## config.mk

```make
export PLATFORM = sky130hd
export DESIGN_NAME = ecomp_mul
export DESIGN_NICKNAME = d
export VERILOG_FILES = /design/src/sv/ecomp_mul.sv
export SDC_FILE = /design/constraint.sdc
export NUM_CORES = 2
export LEC_CHECK = 0
export BUFFER_PORTS_ARGS = -buffer_cell sky130_fd_sc_hd__buf_2
export CAP_MARGIN = 0
export CORE_MARGIN = 1.5
export CORE_UTILIZATION = 55
export CTS_BUF_LIST = sky130_fd_sc_hd__clkbuf_8
export DETAILED_ROUTE_END_ITERATION = 10
export PLACE_DENSITY = 0.73
export SYNTH_ARGS = -nofsm -noshare
export SYNTH_HDL_FRONTEND = slang
export SYNTH_SLANG_ARGS = --single-unit
export TNS_END_PERCENT = 50
```

## constraint.sdc

```tcl
create_clock -name i_clk -period 9 [get_ports i_clk]
set_clock_uncertainty 0.15 [all_clocks]
set_input_delay 0.45 -clock i_clk [delete_from_list [all_inputs] [get_ports i_clk]]
set_output_delay 0.45 -clock i_clk [all_outputs]
set_load 0.02 [all_outputs]
```

## src/sv/ecomp_mul.sv

```systemverilog
// 64x64 multiply, low 64 bits, from one 32x32 unit used in turn for the partial products
module ecomp_mul (
    input  logic        i_clk,
    input  logic        i_rst_n,
    input  logic        i_start,
    input  logic [63:0] i_a,
    input  logic [63:0] i_b,
    output logic        o_done,
    output logic [63:0] o_prod
);
    logic [63:0] r_a, r_b, r_acc, r_prod;
    logic [2:0]  r_phase;
    logic        r_done;
    logic [31:0] x, y;

    // operand halves for the current partial product
    always_comb begin
        unique case (r_phase)
            3'd1:    begin x = r_a[31:0];  y = r_b[31:0];  end
            3'd2:    begin x = r_a[63:32]; y = r_b[31:0];  end
            default: begin x = r_a[31:0];  y = r_b[63:32]; end
        endcase
    end

    always_ff @(posedge i_clk) begin
        if (!i_rst_n) begin
            r_phase <= 3'd0;
            r_done  <= 1'b0;
        end else begin
            r_done <= 1'b0;
            if (i_start) begin
                r_a     <= i_a;
                r_b     <= i_b;
                r_phase <= 3'd1;
            end else if (r_phase != 3'd0) begin
                r_prod <= 64'(x) * 64'(y);
                unique case (r_phase)
                    3'd2:    r_acc <= r_prod;
                    3'd3:    r_acc <= r_acc + {r_prod[31:0], 32'd0};
                    3'd4:    r_acc <= r_acc + {r_prod[31:0], 32'd0};
                    default: r_acc <= r_acc;
                endcase
                if (r_phase == 3'd4) begin
                    r_phase <= 3'd0;
                    r_done  <= 1'b1;
                end else begin
                    r_phase <= r_phase + 3'd1;
                end
            end
        end
    end

    assign o_done = r_done;
    assign o_prod = r_acc;
endmodule

```

==> results.toml <==
[placed_design]
gp_congestion = 1.03
portBuffers = 195
place_hpwl_microns = 111000

[logic_synthesis]
synth_top_family_by_area = "adder cells"
yosysUniqueCellTypes = 78
synth_xor_area_share_pct = 1.84
synth-edff-count = 256
synthFlopType = "edfxtp_1"
syn_avg_cell_area_sq_um = 9.79
ys_seq_elements = 260
syn-cell-area_sq_um = 43200
synthSimpleGateAreaFrac_pct = 12.5
synth_seq_area_share_pct = 18.0
ys_warn_count = 0
synth_nets = 5738
synth.area.mux_share_pct = 3.20
synthAdderAreaFrac_pct = 50.2
syn_inst = 4412
synth_compound_gate_area_share_pct = 4.82
synthArstFlopShare_pct = 0

[final_layout]
layout_commonest_cell = "fa_1"
post-route-util_pct = 63.6
synthToLayoutAreaGrowth_pct = 14.2
nFillCells = 6247
drive_gt1_share_pct = 12.4
nets = 6101
mostFrequentLayoutCells = "fa_1, inv_1, nor2_1, nand2_1, ha_1"

[drt]
drt_wl_total_microns = 144000
drc = 1
drt_iter0_drc = 3655
antenna_left = 0
avgViaCountPerCell = 5.85
avgRoutedWirePerCell_microns = 24.5
dr.pass1.iters = 9
vias = 34300

[setup_path]
cpPeakStageDelay_ps = 560
r2r-start = "r_phase[0]$_SDFFE_PN0P_"
start_kind = "register"
cp-startpoint = "r_phase[0]$_SDFFE_PN0P_"
worst-setup-path-type = "reg -> reg"
rrSetupSlack_ps = 200
cp_common_cell = "fa_1"
arrival_ps = 8960
cp_slowest_cell = "fa_1"
critPathBufInv = 6
cp-end-kind = "register"
cp_max_fo = 15
cp_top_family = "adder cells"
worst_ep_required_time_ps = 9160

[clock_network]
root_buffer = "clkbuf_8"
cts_made_buffers = 43
clk_path_buf_depth = 3
clkTransAtPathRegs_ps = 80
htreeDepth = 2
cts_tree = "done"
clock_sinks = 260
clk_latency_ps = 630

[timing]
relSlewSlack_pct = 28.9
hold_viol = 0
setup_viol = 0
min_period_ps = 8800
drv_slew = 0
period_share_pct = 97.8
max_freq_mhz = 114
tightest_slew_ps = 1070

[floorplan]
core_area_sq_um = 77600
io_pins = 196
die_h_microns = 283
row_count = 102
die-area_sq_um = 80200
initial_core_util_pct = 55.7
fp.dieW_microns = 283

[worst_hold_path]
min_from = "i_rst_n"
hp-class = "in -> reg"

[global_route]
grt_overflow = 0
grt_max_degree = 81
grt_antenna_before_repair = 5
grtUsageTotal_pct = 35.4
grt_pass1_wl_microns = 210000
grt_pass1_vias = 35800

[run_status]
violations = "design-rule violations"
outcome = "finished with violations"

[job]
drv_cap = 0
[cell usage after synthesis, drive strengths merged (6+ instances only)]
cell	instances	area [sq um]
ha	298	3730
fa	897	18000
o211ai	6	50.1
edfxtp	256	7690
clkbuf	164	616
mux2i	66	661
a21o	33	248
a21oi	128	644
o31ai	6	77.6
a31oi	16	121
xnor2	59	517
nor3	23	120
o21ai	62	314
and2	41	257
mux2	64	721
inv	880	3300
o41ai	6	60.1
buf	36	183
nand2b	8	50.1
o21a	9	67.6
xor2	32	280
o21bai	17	128
nand2	535	2010
nor2	644	2420
nand4	29	181
or3	7	43.8
nand3	26	135
and3	7	43.8
nor2b	6	40.0
[layout make-up]
type	instances	area, sq um	share of cell area, %
repair buffers	518	4380	8.88
well taps	1040	1300	2.64
inverters	880	3300	6.70
diodes	5	12.5	0.0254
flip-flops and latches	260	7770	15.7
clock inverters	36	219	0.444
clock buffers	43	592	1.20
multi-input cells	3072	31700	64.4
[per-layer routing]
layer | GRT usage [%] | vias up | part of all wire, %
li1 | - | 14200 | -
met1 | 41.5 | 17100 | 33
met2 | 56.5 | 2176 | 46
met3 | 9.08 | 783 | 11
met4 | 25.8 | 4 | 9.2
met5 | 0.298 | - | 0.038
[cell families after synthesis]
| logic type | count (synthesis) |
|---|---|
| and+or+nand+nor | 1337 |
| adders and majority gates | 1195 |
| buffers and inverters | 1080 |
| AOI/OAI and AO/OA | 319 |
| DFF | 260 |
| muxes | 130 |
| xor gates and xnor gates | 91 |
[path summary, 6_finish.rpt]
check / endpoint / cells past startpoint
max: r_prod[60]$_DFFE_PP_ / 28
min: r_phase[0]$_SDFFE_PN0P_ / 2
max reg2reg: r_prod[60]$_DFFE_PP_ / 28
min reg2reg: o_prod[32]$_DFFE_PP_ / 2
[state kept, by name, summed over array words and instances (netlist names)]
register / count
r_b: 64
o_done: 1
r_a: 64
o_prod: 64
r_prod: 64
r_phase: 3
[timing repair]
| item | 4_1_cts | 5_1_grt |
|---|---|---|
| gates resized for setup | 0 | 49 |
| hold buffers | 128 | 0 |
| setup buffers | 0 | 25 |
| setup endpoints to repair | 0 | 20 |
| hold endpoints to repair | 128 | 0 |
[through the flow]
| step | cell area (sq um) | hold WS, ps | setup TNS [ps] | setup slack (ps) | std cells |
|---|---|---|---|---|---|
| floorplan | 43200 | 334 | 0 | 501 | 4412 |
| global placement | 46600 | 345 | 0 | 182 | 5610 |
| detailed placement | 46600 | 353 | 0 | 127 | 5610 |
| CTS | 48700 | 35.8 | 0 | 72.4 | 5817 |
| global route | 49300 | 45.0 | -63.3 | -27.0 | 5851 |
| finish | 49300 | 64.7 | 0 | 201 | 5854 |
Power is left out: the tool's default activity adds up to more than one toggle a clock period on the data nets, which glitch-free logic cannot reach.
