--- src/sv/ecomp_div.sv ---
// signed 64-bit divide, truncating, radix-2 restoring, one bit a cycle
module ecomp_div (
    input  logic        i_clk,
    input  logic        i_rst_n,
    input  logic        i_start,
    input  logic [63:0] i_num,
    input  logic [63:0] i_den,
    output logic        o_done,
    output logic [63:0] o_quo
);
    logic [63:0] r_rem, r_quo, r_den, r_out;
    logic [6:0]  r_cnt;
    logic        r_neg, r_busy, r_done;
    logic [64:0] shifted;
    logic [64:0] diff;

    assign shifted = {r_rem, r_quo[63]};
    assign diff    = shifted - {1'b0, r_den};

    always_ff @(posedge i_clk) begin
        if (!i_rst_n) begin
            r_busy <= 1'b0;
            r_done <= 1'b0;
            r_cnt  <= 7'd0;
        end else begin
            r_done <= 1'b0;
            if (i_start) begin
                r_busy <= 1'b1;
                r_cnt  <= 7'd0;
                r_rem  <= 64'd0;
                r_quo  <= i_num[63] ? 64'd0 - i_num : i_num;
                r_den  <= i_den[63] ? 64'd0 - i_den : i_den;
                r_neg  <= i_num[63] ^ i_den[63];
            end else if (r_busy) begin
                if (!diff[64]) begin
                    r_rem <= diff[63:0];
                    r_quo <= {r_quo[62:0], 1'b1};
                end else begin
                    r_rem <= shifted[63:0];
                    r_quo <= {r_quo[62:0], 1'b0};
                end
                r_cnt <= r_cnt + 7'd1;
                if (r_cnt == 7'd63) begin
                    r_busy <= 1'b0;
                end
            end else if (r_cnt == 7'd64) begin
                r_out  <= r_neg ? 64'd0 - r_quo : r_quo;
                r_done <= 1'b1;
                r_cnt  <= 7'd0;
            end
        end
    end

    assign o_done = r_done;
    assign o_quo  = r_out;
endmodule

--- config.mk ---
export PLATFORM = sky130hd
export DESIGN_NAME = ecomp_div
export DESIGN_NICKNAME = d
export VERILOG_FILES = /design/src/sv/ecomp_div.sv
export SDC_FILE = /design/constraint.sdc
export NUM_CORES = 1
export LEC_CHECK = 0
export ABC_AREA = 1
export BUFFER_PORTS_ARGS = -buffer_cell sky130_fd_sc_hd__buf_2
export CAP_MARGIN = 20
export CORE_UTILIZATION = 45
export CTS_BUF_LIST = sky130_fd_sc_hd__clkbuf_8
export DETAILED_ROUTE_END_ITERATION = 8
export PLACE_DENSITY = 0.71
export SLEW_MARGIN = 20
export SYNTH_ARGS = -nofsm -noshare
export SYNTH_HDL_FRONTEND = slang
export SYNTH_SLANG_ARGS = --single-unit
--- constraint.sdc ---
create_clock -name i_clk -period 10.5 [get_ports i_clk]
set_input_delay 1.575 -clock i_clk [delete_from_list [all_inputs] [get_ports i_clk]]
set_output_delay 1.575 -clock i_clk [all_outputs]
set_load 0.005 [all_outputs]
==> results.toml <==
[outcome]
status = "finished, final reports clean"

[setup_path]
cpMostUsedCell = "buf_4"
critical-path-top-delay-family = "buffers and inverters"
critPathMaxStageDelay_ns = 0.83
path_max_fanout = 66
timing.critical_path.buf_inv = 3
endpoint_kind = "flop"
path_depth = 5
crit_required_ns = 10.75
cp_cell_sequence = "buf_2 > buf_4 > nand2_1 > nand2_4 > buf_4"
cp_slowest_cell = "buf_4"
rr_worst_depth = 19
cp-start-kind = "input port"
critPathArrivalTime_ns = 3.85
critical_path_class = "input port to flop"

[finish]
nNetsFinal = 3818
layout_common_cells = "nand2_1, inv_1, nor2_1"
layout_commonest_cell = "nand2_1"
syn_to_final_growth_pct = 10.8
fill_cells = 5045
drive_gt1_frac = 0.0970
instances_no_fill = 4319

[placed_design]
port_buffers = 195
gp_congestion = 1.01
place_inst = 4231
hpwl_um = 60600

[routing]
drtPass1Iterations = 6
route.met2.wl_um = 29000
drt_iter0_drc = 2633
antenna_left = 0
wl_per_cell_um = 17.1
drc = 0
avgViaCountPerCell = 5.16
wl_um = 74000
dr.max_layer_used = "met4"
wl_met3_um = 8100
wl_met1_um = 34900
num_vias = 22286

[worst_hold_path]
hold_depth = 2
hold_path_class = "flop to flop"

[clock_network]
clk_pin_slew_ns = 0.06
htreeDepth = 2
cts-buffers-inserted = 48
clock_latency_ns = 0.64
clockBufferDepth = 3
clock_sinks = 266
ctsResizeCount = 0
root_buffer = "clkbuf_8"
cts_tree = "yes"
cts_setup_buffers = 0
post_cts_hold_buffer_count = 0

[synthesis]
syn_nets = 3624
seq_area_frac_synth = 0.348
syn_inst = 3423
yosysUniqueCellTypes = 52
netlist_area_um2 = 22700
dominantRegCellSynth = "edfxtp_1"
synth.avg_cell_area_um2 = 6.63
ys_seq_elements = 266
async_flop_share = 0
ys_warn_count = 0
synth_top_area_frac = 0.340
ys_top_cells_by_area = "edfxtp_1, nand2_1, inv_1"
synth.largest_area_cell = "edfxtp_1"
synth_edf_count = 257

[die]
io_pins = 196
core-area_um2 = 49400
initial_core_util = 0.460
die-height_um = 227
num_rows = 81
die-area_um2 = 51300
fp.dieW_um = 227

[run]
cap_violations = 0

[global_routing]
grt_max_degree = 82
overflow = 0
track_usage = 0.286
grt_pass1_wl_um = 111000
antenna_found_initial = 4
grt_pass1_vias = 19577

[timing]
fmax_mhz = 278
finalClockSkew_ns = 0.0562
hold_viol = 0
finalCriticalPeriod_ns = 3.60
setup_tns_ns = 0
worst_pin_slew_ns = 0.911
finalCritPeriodShare = 0.343
drv_slew = 0
relSlewSlack = 0.392
rsz0062_at_grt = "no"
setup_violations = 0

[power_and_ir_drop]
cellInternalPower_mw = 2.19
p_sw_frac = 0.400
power_frac_seq = 0.375
p_switching_mw = 1.46
p_leak_nw = 12.3
power.clock.fraction = 0.252
power_mw = 3.64
ir_drop_v = 0.0000748
power_density_nw_per_um2 = 145
combinationalPowerShare = 0.372
==> area by class of cell <==
class / instances / area [um2] / share of cell area
multi-input combinational: 2480 / 12200 / 0.484
sequential: 266 / 7900 / 0.314
inverter: 618 / 2320 / 0.0924
timing repair buffer: 203 / 1040 / 0.0412
tap: 664 / 831 / 0.0330
clock buffer: 48 / 661 / 0.0263
clock inverter: 36 / 216 / 0.00861
antenna: 4 / 10.0 / 0.000398
==> per-layer routing <==
| layer | up-vias | GRT usage |
|---|---|---|
| met5 | - | 0 |
| met4 | 0 | 0.0876 |
| met3 | 104 | 0.0683 |
| met2 | 992 | 0.385 |
| met1 | 10045 | 0.440 |
| li1 | 11145 | - |
==> power by group through the flow <==
stage                     combinational, mW  sequential [mW]  clock, mW
after floorplan                       0.974             1.36          0
after detailed placement               1.31             1.39          0
after global routing                   1.51             1.38      0.979
after global placement                 1.31             1.38          0
final                                  1.36             1.37      0.920
after CTS                              1.32             1.37      0.935
==> cell families (layout without fill, tap and decap cells) <==
logic type	after synthesis	in the layout	share of synthesized area
AND/OR/NAND/NOR	1971	1971	0.365
buffers and inverters	677	905	0.116
flip-flops	266	266	0.348
AO/OA/AOI/OAI	252	252	0.0600
XOR/XNOR	187	187	0.0722
adder cells (fa/ha/maj)	70	70	0.0389
other	0	4	0
==> metrics by stage <==
stage | area [um2] | hold WS [ns] | util | worst slack [ns]
floorplan | 22700 | 0.426 | - | 5.25
CTS | 25100 | 0.485 | 0.509 | 6.90
detailed placement | 24300 | 0.474 | 0.491 | 6.21
finish | 25100 | 0.486 | 0.509 | 6.90
global placement | 24300 | 0.468 | 0.491 | 6.26
global route | 25100 | 0.509 | 0.509 | 6.71
==> cell usage after synthesis (5+ instances only) <==
| master | count |
|---|---|
| nor2_4 | 7 |
| o21ai_0 | 138 |
| nand2_4 | 5 |
| nor2_1 | 470 |
| nand3_1 | 170 |
| o21bai_1 | 7 |
| buf_6 | 11 |
| buf_2 | 7 |
| nand3b_1 | 18 |
| ha_1 | 69 |
| buf_1 | 9 |
| nor3_1 | 46 |
| inv_1 | 603 |
| nand4_1 | 68 |
| a21oi_1 | 71 |
| nor4_1 | 18 |
| nand2_1 | 1105 |
| o21ai_1 | 6 |
| dfxtp_1 | 9 |
| a31oi_1 | 10 |
| clkbuf_1 | 31 |
| nand2_2 | 19 |
| xor2_1 | 162 |
| inv_2 | 12 |
| xnor2_1 | 25 |
| edfxtp_1 | 257 |
| nor2_2 | 21 |
| o31ai_1 | 6 |
| or2_2 | 5 |
==> final timing paths <==
| check | startpoint | end | slack (ns) |
|---|---|---|---|
| hold reg to reg | r_cnt[6] | r_cnt[6] | 0.49 |
| setup / recovery | i_start | r_rem[13] | 6.90 |
| hold / removal | r_cnt[6] | r_cnt[6] | 0.49 |
| setup reg to reg | r_quo[63] | r_rem[42] | 7.15 |
==> sequential cells by signal, summed over array words and instances (netlist names) <==
signal  flops
r_quo      64
r_cnt       7
r_neg       1
o_done      1
r_busy      1
r_den      64
r_rem      64
o_quo      64
==> worst min-delay path: cells and delay by family (launching register included) <==
kind	cells	cell delay, ns
flops	1	0.32
simple gates	1	0.07
compound gates	1	0.06
No activity file was read; power rests on OpenSTA's default activity.
